[src/design/mwr_pkg.sv]
`timescale 1ns / 1ps
`default_nettype none

package mwr_pkg;

    localparam int WORD_W  = 16;
    localparam int FRAC_W  = 16;
    localparam int BLEND_W = 17;
    localparam int VAL_W   = 40;
    localparam int OUT_W   = 18;
    localparam int MIPO_W  = 4;
    localparam int SLOT_N  = 8;

    localparam logic [1:0] QUAL_LOW   = 2'd0;
    localparam logic [1:0] QUAL_LIN   = 2'd1;
    localparam logic [1:0] QUAL_CUBIC = 2'd2;

    localparam logic REQ_WRITE = 1'b0;
    localparam logic REQ_READ  = 1'b1;

    // one read's gathered words plus what the interpolator needs
    typedef struct packed {
        logic [SLOT_N-1:0][WORD_W-1:0] words;
        logic [FRAC_W-1:0]             t;
        logic [BLEND_W-1:0]            u;
        logic                          cubic;
        logic [MIPO_W-1:0]             mip;
    } job_t;

endpackage

`default_nettype wire

[src/design/mwr_fetch.sv]
`timescale 1ns / 1ps
`default_nettype none

module mwr_fetch
    import mwr_pkg::*;
#(
    parameter int TABLE_LEN   = 2048,
    parameter int FRAME_COUNT = 64,
    parameter int MIP_COUNT   = 10,
    parameter int BANK_COUNT  = 2,
    parameter int AW          = 23
) (
    input  wire logic          clk,
    input  wire logic          rst_n,
    input  wire logic          in_valid,
    output logic               in_ready,
    input  wire logic          req_type,
    input  wire logic          bank_sel,
    input  wire logic [5:0]    wr_frame,
    input  wire logic [3:0]    wr_mip,
    input  wire logic [10:0]   wr_sample,
    input  wire logic [15:0]   wr_value,
    input  wire logic [16:0]   frame_pos,
    input  wire logic [23:0]   read_phase,
    input  wire logic [23:0]   phase_step,
    input  wire logic [1:0]    quality,
    output logic               ram_we,
    output logic [AW-1:0]      ram_addr,
    output logic [WORD_W-1:0]  ram_wdata,
    input  wire logic [WORD_W-1:0] ram_rdata,
    output job_t               job,
    output logic               job_valid,
    input  wire logic          job_take
);

    localparam int SW = $clog2(TABLE_LEN);
    localparam int FW = $clog2(FRAME_COUNT);
    localparam int MW = (MIP_COUNT > 1) ? $clog2(MIP_COUNT) : 1;
    localparam int BW = (BANK_COUNT > 1) ? $clog2(BANK_COUNT) : 1;

    logic            busy_reg, busy_next;
    logic            rd_pend_reg;
    logic            job_valid_reg, job_valid_next;
    logic [2:0]      cnt_reg, cnt_next;
    logic [2:0]      slot_d_reg;
    logic            last_d_reg;
    logic [BW-1:0]   bank_reg;
    logic [FW-1:0]   f0_reg;
    logic [MW-1:0]   mip_reg;
    logic [SW-1:0]   s0_reg;
    job_t            job_reg;

    logic            accept;
    logic            wr_ok;
    logic [24+SW:0]  s_pos;
    logic [24:0]     f_idx;
    logic [16:0]     fsat;
    logic [8:0]      f0_full;
    logic [8:0]      f0_c;
    logic [19:0]     ptop;
    logic [36:0]     p_step;
    logic [4:0]      mip_sel;
    logic [4:0]      mip_q;
    logic [BW-1:0]   bank_rd;
    logic [2:0]      slot;
    logic [2:0]      last_cnt;
    logic [SW+1:0]   sx;
    logic [SW-1:0]   s_rd;
    logic [FW-1:0]   f_rd;

    assign in_ready = !busy_reg && !rd_pend_reg && (!job_valid_reg || job_take);
    assign accept   = in_valid && in_ready;
    assign wr_ok    = (32'(bank_sel) < BANK_COUNT) && (32'(wr_frame) < FRAME_COUNT)
                   && (32'(wr_mip) < MIP_COUNT) && (32'(wr_sample) < TABLE_LEN);

    // index math for a read beat
    always_comb
    begin
        p_step = 37'(phase_step) * 37'(TABLE_LEN);
        ptop   = 20'(p_step >> 24);
        mip_sel = 5'(MIP_COUNT - 1);
        for (int m = MIP_COUNT - 2; m >= 0; m--)
        begin
            if (ptop < (20'd32 << m))
            begin
                mip_sel = 5'(m);
            end
        end
        mip_q = mip_sel;
        if (quality == QUAL_LOW)
        begin
            mip_q = (mip_sel + 5'd2 > 5'(MIP_COUNT - 1)) ? 5'(MIP_COUNT - 1)
                                                         : mip_sel + 5'd2;
        end
        bank_rd = (32'(bank_sel) >= BANK_COUNT) ? BW'(BANK_COUNT - 1) : BW'(bank_sel);
        fsat    = (frame_pos > 17'd65536) ? 17'd65536 : frame_pos;
        f_idx   = 25'(fsat) * 25'(FRAME_COUNT - 1);
        f0_full = f_idx[24:16];
        f0_c    = (32'(f0_full) >= FRAME_COUNT - 1) ? 9'(FRAME_COUNT - 2) : f0_full;
        s_pos   = (25 + SW)'(read_phase) * (25 + SW)'(TABLE_LEN);
    end

    // slot order: cubic walks all eight, linear only the two center taps per frame
    always_comb
    begin
        slot     = job_reg.cubic ? cnt_reg : {cnt_reg[1], cnt_reg[0], ~cnt_reg[0]};
        last_cnt = job_reg.cubic ? 3'd7 : 3'd3;
        sx = (SW + 2)'(s0_reg) + (SW + 2)'(slot[1:0]) + (SW + 2)'(TABLE_LEN - 1);
        if (32'(sx) >= 2 * TABLE_LEN)
        begin
            s_rd = SW'(32'(sx) - 2 * TABLE_LEN);
        end
        else if (32'(sx) >= TABLE_LEN)
        begin
            s_rd = SW'(32'(sx) - TABLE_LEN);
        end
        else
        begin
            s_rd = SW'(sx);
        end
        f_rd = f0_reg + FW'(slot[2]);
    end

    always_comb
    begin
        ram_we    = accept && (req_type == REQ_WRITE) && wr_ok;
        ram_wdata = wr_value;
        if (busy_reg)
        begin
            ram_addr = {bank_reg, f_rd, mip_reg, s_rd};
        end
        else
        begin
            ram_addr = {BW'(bank_sel), FW'(wr_frame), MW'(wr_mip), SW'(wr_sample)};
        end
    end

    always_comb
    begin
        busy_next = busy_reg;
        cnt_next  = cnt_reg;
        if (accept && (req_type == REQ_READ))
        begin
            busy_next = 1'b1;
            cnt_next  = 3'd0;
        end
        else if (busy_reg)
        begin
            if (cnt_reg == last_cnt)
            begin
                busy_next = 1'b0;
            end
            else
            begin
                cnt_next = cnt_reg + 3'd1;
            end
        end
        job_valid_next = (job_valid_reg && !job_take) || (rd_pend_reg && last_d_reg);
    end

    always_ff @(posedge clk or negedge rst_n)
    begin
        if (!rst_n)
        begin
            busy_reg      <= 1'b0;
            rd_pend_reg   <= 1'b0;
            job_valid_reg <= 1'b0;
            cnt_reg       <= 3'd0;
        end
        else
        begin
            busy_reg      <= busy_next;
            rd_pend_reg   <= busy_reg;
            job_valid_reg <= job_valid_next;
            cnt_reg       <= cnt_next;
        end
    end

    always_ff @(posedge clk)
    begin
        slot_d_reg <= slot;
        last_d_reg <= (cnt_reg == last_cnt);
        if (accept && (req_type == REQ_READ))
        begin
            bank_reg      <= bank_rd;
            f0_reg        <= FW'(f0_c);
            mip_reg       <= MW'(mip_q);
            s0_reg        <= SW'(s_pos[24+SW:24]);
            job_reg.t     <= s_pos[23:8];
            job_reg.u     <= 17'(f_idx - {f0_c, 16'b0});
            job_reg.cubic <= (quality == QUAL_CUBIC);
            job_reg.mip   <= 4'(mip_q);
        end
        if (rd_pend_reg)
        begin
            job_reg.words[slot_d_reg] <= ram_rdata;
        end
    end

    assign job       = job_reg;
    assign job_valid = job_valid_reg;

    a_no_fill_over_job: assert property (@(posedge clk) disable iff (!rst_n)
        rd_pend_reg |-> !job_valid_reg)
        else $error("read data lands on a pending job");
    a_no_write_while_busy: assert property (@(posedge clk) disable iff (!rst_n)
        ram_we |-> !busy_reg && !rd_pend_reg)
        else $error("table write collides with a read sweep");
    a_job_after_sweep: assert property (@(posedge clk) disable iff (!rst_n)
        $rose(job_valid_reg) |-> $past(rd_pend_reg) && !busy_reg)
        else $error("job raised without a finished sweep");

endmodule

`default_nettype wire

[config.mk]
export PLATFORM = sky130hd
export DESIGN_NAME = mwr_fetch
export DESIGN_NICKNAME = d
export VERILOG_FILES = /design/src/design/mwr_pkg.sv /design/src/design/mwr_fetch.sv
export SDC_FILE = /design/constraint.sdc
export NUM_CORES = 1
export LEC_CHECK = 0
export BUFFER_PORTS_ARGS = -buffer_cell sky130_fd_sc_hd__buf_2
export CELL_PAD_IN_SITES_DETAIL_PLACEMENT = 0
export CELL_PAD_IN_SITES_GLOBAL_PLACEMENT = 1
export CORE_MARGIN = 2
export CORE_UTILIZATION = 26
export CTS_CLUSTER_SIZE = 25
export DETAILED_ROUTE_END_ITERATION = 6
export PLACE_DENSITY = 0.69
export SLEW_MARGIN = 20
export SYNTH_ARGS = -nofsm -noshare
export SYNTH_HDL_FRONTEND = slang
export SYNTH_SLANG_ARGS = --single-unit
[constraint.sdc]
create_clock -name clk -period 4.3 [get_ports clk]
set_clock_uncertainty 0.2 [all_clocks]
set_input_delay 0.86 -clock clk [delete_from_list [all_inputs] [get_ports clk]]
set_output_delay 0.86 -clock clk [all_outputs]
set_load 0.01 [all_outputs]
# After elaboration in Yosys (flattened, before gate mapping)
# Index checks and enable logic that the tools add are counted.
dict set report op_classes {
  eq_ne 3
  mul 1
  bitwise_logic 2
  n_lt_le_gt_ge 17
  muxes 27
  addsub 8
  reduce_logical 18
}
# op count
set ops {}
lappend ops {{$bwmux 128} 1}
lappend ops {{$demux 16 s3} 1}
lappend ops {{$mux 4} 8}
lappend ops {{$mul 17x6->23 const B} 1}
lappend ops {{$mux 11} 2}
lappend ops {{$mux 22} 1}
lappend ops {{$sub 11x1->11 const B} 2}
lappend ops {{$gt 17x17->1 const B} 1}
lappend ops {{$mux 17} 1}
lappend ops {{$sub 17x17->17} 1}
lappend ops {{$mux 16} 1}
lappend ops {{$mux 3} 5}
lappend ops {{$lt 11x14->1 const B} 1}
lappend ops {{$add 12x11->13 const B} 1}
lappend ops {{$ge 13x12->1 const B} 1}
lappend ops {{$ge 13x13->1 const B} 1}
lappend ops {{$lt 11x13->1 const B} 1}
lappend ops {{$add 11x2->12} 1}
lappend ops {{$lt 11x12->1 const B} 1}
lappend ops {{$lt 11x10->1 const B} 1}
lappend ops {{$lt 11x11->1 const B} 1}
lappend ops {{$lt 11x6->1 const B} 1}
lappend ops {{$lt 11x7->1 const B} 1}
lappend ops {{$lt 11x8->1 const B} 1}
lappend ops {{22 further kinds} 39}
dict set report totals {
  regBits 191
}

# Longest topological paths before layout
dict set report depth {
  depth_word 14
  depth_mapped 22
  ltp_nobuf 19
}

# Worst setup path after synthesis
# OpenSTA, ideal clock, no wires.
dict set report synth_path {
  path_kind {in2reg}
  from {input port frame_pos[5]}
  to {register f0_reg[0], data pin}
  arrival_ns 5.283
  setup_ns 0.256
  setup_slack_ns -1.439
  path_stages 20
  required_ns 3.844
  cell_sequence {clkbuf_1 nor4_1 nand4_1 nand2_1 clkbuf_1 nand2_1 fa_1 inv_1 fa_1 inv_1 fa_1 inv_1 ha_1 nand2b_1 a21oi_2 o211ai_1 and2_2 xor2_1 or4_4 o211a_1}
}
dict set report synth_via {
  elab_chain_cells 5
}
# element line
set synth_lines {}
lappend synth_lines {{start, declared} mwr_fetch.sv:23} ;# input wire logic [16:0] frame_pos,
lappend synth_lines {{$gt 17x17->1} mwr_fetch.sv:96} ;# fsat = (frame_pos > 17'd65536) ? 17'd65536 : frame_pos;
lappend synth_lines {{$mux 17 (*)} mwr_fetch.sv:96}
lappend synth_lines {{$mul 17x6->23 (*)} mwr_fetch.sv:97} ;# f_idx = 25'(fsat) * 25'(FRAME_COUNT - 1);
lappend synth_lines {{$ge 7x6->1} mwr_fetch.sv:99} ;# f0_c = (32'(f0_full) >= FRAME_COUNT - 1) ? 9'(FRAME_COUNT - 2) : f0_full;
lappend synth_lines {{$mux 6 (*)} mwr_fetch.sv:99}
lappend synth_lines {{via f0_c[0]} mwr_fetch.sv:59} ;# logic [8:0] f0_c;
lappend synth_lines {{end signal, assigned} mwr_fetch.sv:186} ;# f0_reg <= FW'(f0_c);
lappend synth_lines {{end, declared} mwr_fetch.sv:48} ;# logic [FW-1:0] f0_reg;
# Mark *: on every way through the listed nets, which the timed path passes. The rest lies on a longest branch.
# A chain may end at the register's enable or synchronous reset.

# Worst setup path in the final report
dict set report layout_path {
  from {input port frame_pos[14]}
  to {register f0_reg[0], data pin}
}
# Same word-level chain as after synthesis.

==> results.md <==
Global routing:
- The initial antenna violation count is 1.
- The number of global-route vias before repair is 6851.
- The overall fraction of global-route tracks in use is 0.1296.
- For this run the aggregate overflow at the end of global routing stands at 0.
- The first global-routing pass estimated approximately 38000 um of wire.
- The largest net degree at the start of global routing is 45.

Timing:
- Setup repair after global routing could not meet its margin everywhere.
- Headroom to the max-slew limit came out at 0.2828.
- The time the final worst path needs with I/O delays and setup is 5166 ps.
- Of the available clock period, the critical path in the final layout requires 1.201.
- The minimum setup slack in the final design is -865.7 ps.
- The final count of hold timing violations came to 0.
- The transition time at the pin with the least slew margin is about 1100 ps.
- The number of slew-limit violations in the final report is 0.
- For this run, the top clock speed supported by timing is between 150 and 200 MHz.
- Setup violations remaining at the end of the flow were counted as 13.

Logic synthesis:
- The flip-flop and latch count after synthesis is approximately 190.
- The count of flip-flops with a built-in enable after synthesis is 181.
- After synthesis, the share of flip-flops with an asynchronous set or reset is 0.03141.
- The number of warnings issued by yosys is 0.
- The sequential fraction of the synthesis area is 0.5836.
- The per-instance average area after synthesis is 13.08 um^2.
- The synthesized netlist occupies a cell area of a little under 0.01 mm^2.
- Synthesis produced around 740 cells.
- The predominant post-synthesis flop cell is edfxtp_1.
- The distinct cell type count after synthesis is 62.

Cells and area:
- The number of flip-flops in the largest register is ~160.
- The layout-stage area growth over the synthesis result is 40.78%.
- The final core utilization is 0.3724.
- The proportion of layout cells with a drive suffix above 1 is 0.4840.
- The total inserted antenna cells is 0.
- The final layout contains around 1.4k nets.
- After routing the design area is approximately 0.014 mm^2.

Die:
- After floorplanning, the core was divided into 70 placement rows.
- The floorplan step set the die width to between 150 and 200 um.
- The number of primary I/O pins is 334.
- The floorplan step defined a core boundary enclosing 0.03670 mm^2.
- The die is slightly below 200 um tall.
- The die covers between 0.03 and 0.04 mm^2.
- The starting density of the core is 0.2645.

Place:
- The global placement routability congestion is ~0.80.
- Before CTS, the worst setup slack after placement is -1508 ps.
- The detailed placer's ending HPWL is 20230 um.
- The cell area after placement is approximately 0.013 mm^2.
- The count of buffers added on input and output ports is about 280.

Hold path:
- The worst hold path belongs to the class in -> async.

Pwr:
- VDD sags by at most 0.0001760 V.
- Of the total power, the share spent switching nets is 0.3642.
- The share of power burned in registers is 0.339.
- The cell-internal power is roughly 0.0048 W.
- The share of total power dissipated in combinational logic is 0.440.
- The share of total power dissipated in the clock network is 0.222.
- The cell area power density is between 500 and 600 mW/mm^2.
- The analysis attributes to net switching a power of about 0.0028 W.
- The static leakage power is ~6.0 nW.

Setup path:
- The arrival time of the worst setup path is 5160 ps.
- The startpoint-to-endpoint class of the critical path is in -> reg.
- In this run the critical register-to-register path is captured at job[15]$_DFFE_PP_.
- Together, buffers and inverters on the worst path number 2.
- For flop-to-flop paths, the worst setup slack is 1940 ps.
- The logic depth of the worst path, buffers included is 17.
- The critical path goes through buf_6, nor4_4, nand4_1, and2_1, buf_4, nor2_1, ha_1, fa_1, fa_2, ha_4, o211ai_1, a21oi_4, o211ai_1, and2_4, xor2_1, or4_4, o211a_1.
- The startpoint of the worst register-to-register path is busy_reg$_DFF_PN0_.
- The most critical setup path has its startpoint at frame_pos[14].
- Counting stages on the worst path, the most repeated cell is o211ai_1.
- The kind of start point of the critical path is a primary input.
- The highest cell delay on the worst timing path is between 500 and 600 ps.
- The data required time of the critical path is 4300 ps.
- In this run the worst setup path terminates at f0_reg[0]$_DFFE_PP_.
- The logic depth of the worst register-to-register path is 4.
- The critical-path maximum fanout is 5.
- STA classifies the critical path endpoint as a register.
- The worst-path cell with the longest stage delay is fa_2.
- On the critical path the largest part of the delay comes from adder cells.

Clocking:
- The number of buffers on the longest clock path is 2.
- The count of H-tree levels built during CTS is 4.
- The quantity of hold-fixing buffers added after cts is 0.
- The number of buffers created by CTS is 17.
- CTS saw around 190 sinks.
- Clock-pin slew was measured on the worst setup and hold paths at ~90 ps.
- For the worst-skew pair, the clock arrives at the later sink with an insertion delay of around 430 ps.
- The root buffer cell chosen for the clock tree is clkbuf_16.
- TritonCTS built the clock tree.

Drt:
- The routed wirelength normalized by instance count is around 16 um.
- The initial DRC count is roughly 250.
- After detailed routing, the number of remaining DRC violations is 0.
- In the routed layout, each cell is associated on average with a via count of 4.310.
- The final routed wirelength across all metal layers is about 26000 um.
- The routed via count is approximately 7k.
- The residual antenna-violating net count after detailed routing is 0.
- The pre-antenna-repair detailed-routing pass consisted of 4 iterations.

Outcome:
- The run finished, with violations left.
- The final reports fail on negative setup slack.

Job:
- Max-cap violations in this run came to 0.
==> power by group through the flow <==
| stage | logic (W) | registers (W) | clock network (W) |
|---|---|---|---|
| 2_1_floorplan | 0.00166 | 0.00269 | 0 |
| 3_3_place_gp | 0.00305 | 0.00261 | 0 |
| 3_5_place_dp | 0.00308 | 0.00261 | 0 |
| 4_1_cts | 0.00328 | 0.00257 | 0.00174 |
| 5_1_grt | 0.00367 | 0.00260 | 0.00181 |
| 6_report | 0.00333 | 0.00257 | 0.00168 |
==> through the flow <==
step           TNS, ps  std cells  total power (W)  hold WS [ps]
4_1_cts          -5774       1620         0.007592         14.01
6_report         -6333       1627         0.007579         39.34
5_1_grt          -9543       1627         0.008077         16.58
3_3_place_gp    -14170       1577         0.005662         234.8
2_1_floorplan    -8750        745         0.004351         151.9
3_5_place_dp    -15590       1577         0.005692         242.9
==> metal layers <==
metal / part of all wire / vias up / global-route usage
li1: - / 3374 / -
met1: 0.43 / 3350 / 0.1569
met2: 0.49 / 262 / 0.2286
met3: 0.058 / 25 / 0.02783
met4: 0.015 / 2 / 0.04288
met5: 0.00050 / - / 0
==> kinds of logic after synthesis <==
family / count (synthesis) / synth area share
AOI/OAI and AO/OA: 99 / 0.06960
xor gates and xnor gates: 40 / 0.03609
adders and majority gates: 95 / 0.1492
buffers and inverters: 140 / 0.06251
DFF: 191 / 0.5836
muxes: 16 / 0.01830
other: 1 / 0.0003863
and+or+nand+nor: 160 / 0.08030
==> area by class of cell <==
class	instances	area (um^2)
Clock buffer	17	425.4
Clock inverter	15	217.7
Fill cell	3524	23030
Inverter	98	372.9
Multi-Input combinational cell	414	3866
Sequential cell	191	5665
Tap cell	468	585.6
Timing Repair Buffer	424	2534
==> worst min path at each step <==
stage / end / slack [ps] / cells past startpoint
floorplan: rd_pend_reg$_DFF_PN0_ / 150 / 0
global placement: job_valid$_DFF_PN0_ / 230 / 1
detailed placement: job_valid$_DFF_PN0_ / 240 / 1
CTS: busy_reg$_DFF_PN0_ / 10 / 1
global route: job_valid$_DFF_PN0_ / 20 / 1
finish: rd_pend_reg$_DFF_PN0_ / 40 / 1
==> placed cells by master (no fill, tap or decap), drive strengths merged, types with 17 or more instances in the layout <==
| master | netlist | final |
|---|---|---|
| a21oi | 35 | 35 |
| nand2 | 46 | 46 |
| fa | 36 | 36 |
| nor2 | 41 | 41 |
| buf | 27 | 424 |
| edfxtp | 181 | 181 |
| xnor2 | 22 | 22 |
| ha | 55 | 55 |
| xor2 | 18 | 18 |
| inv | 98 | 107 |
| clkbuf | 15 | 17 |
==> worst register-to-register path: cells and delay by family, from the launching register on <==
family	cells	cell delay, ps
AND/OR/NAND/NOR	2	790
buffers and inverters	2	590
flip-flops	1	420
==> Yosys cell counts, types with 2 or more instances <==
| master | instances | share of area |
|---|---|---|
| nor3_1 | 8 | 0.0041 |
| nand3_1 | 12 | 0.0062 |
| o31ai_1 | 3 | 0.0023 |
| and3_1 | 4 | 0.0026 |
| nand2_1 | 46 | 0.018 |
| nand2b_1 | 9 | 0.0058 |
| xnor2_1 | 22 | 0.020 |
| or3_1 | 3 | 0.0019 |
| a21oi_2 | 2 | 0.0018 |
| o211ai_1 | 6 | 0.0046 |
| nand4_1 | 4 | 0.0026 |
| nor2_1 | 41 | 0.016 |
| mux2i_1 | 2 | 0.0021 |
| dfxtp_1 | 4 | 0.0082 |
| maj3_1 | 4 | 0.0041 |
| nor2b_1 | 10 | 0.0064 |
| a211oi_1 | 6 | 0.0046 |
| clkbuf_1 | 15 | 0.0058 |
| a21o_1 | 10 | 0.0077 |
| o21ai_0 | 14 | 0.0072 |
| nor4_1 | 6 | 0.0039 |
| xor2_1 | 18 | 0.016 |
| o21a_1 | 2 | 0.0015 |
| and2_1 | 10 | 0.0064 |
| mux2_2 | 14 | 0.016 |
| o21ai_2 | 2 | 0.0018 |
| buf_4 | 20 | 0.015 |
| a21boi_0 | 2 | 0.0015 |
| inv_1 | 98 | 0.038 |
| edfxtp_1 | 181 | 0.56 |
| ha_1 | 55 | 0.071 |
| buf_2 | 5 | 0.0026 |
| fa_1 | 36 | 0.074 |
| buf_1 | 2 | 0.00077 |
| a211o_1 | 2 | 0.0018 |
| a21oi_1 | 33 | 0.017 |
| dfrtp_1 | 6 | 0.015 |
==> what timing repair did <==
item                                    4_1_cts  5_1_grt
resized for setup                            48       17
endpoints found under the setup margin       19       20
pin swaps                                    31       26
buffers inserted                             11        7
Power figures use the tool's default switching activity.
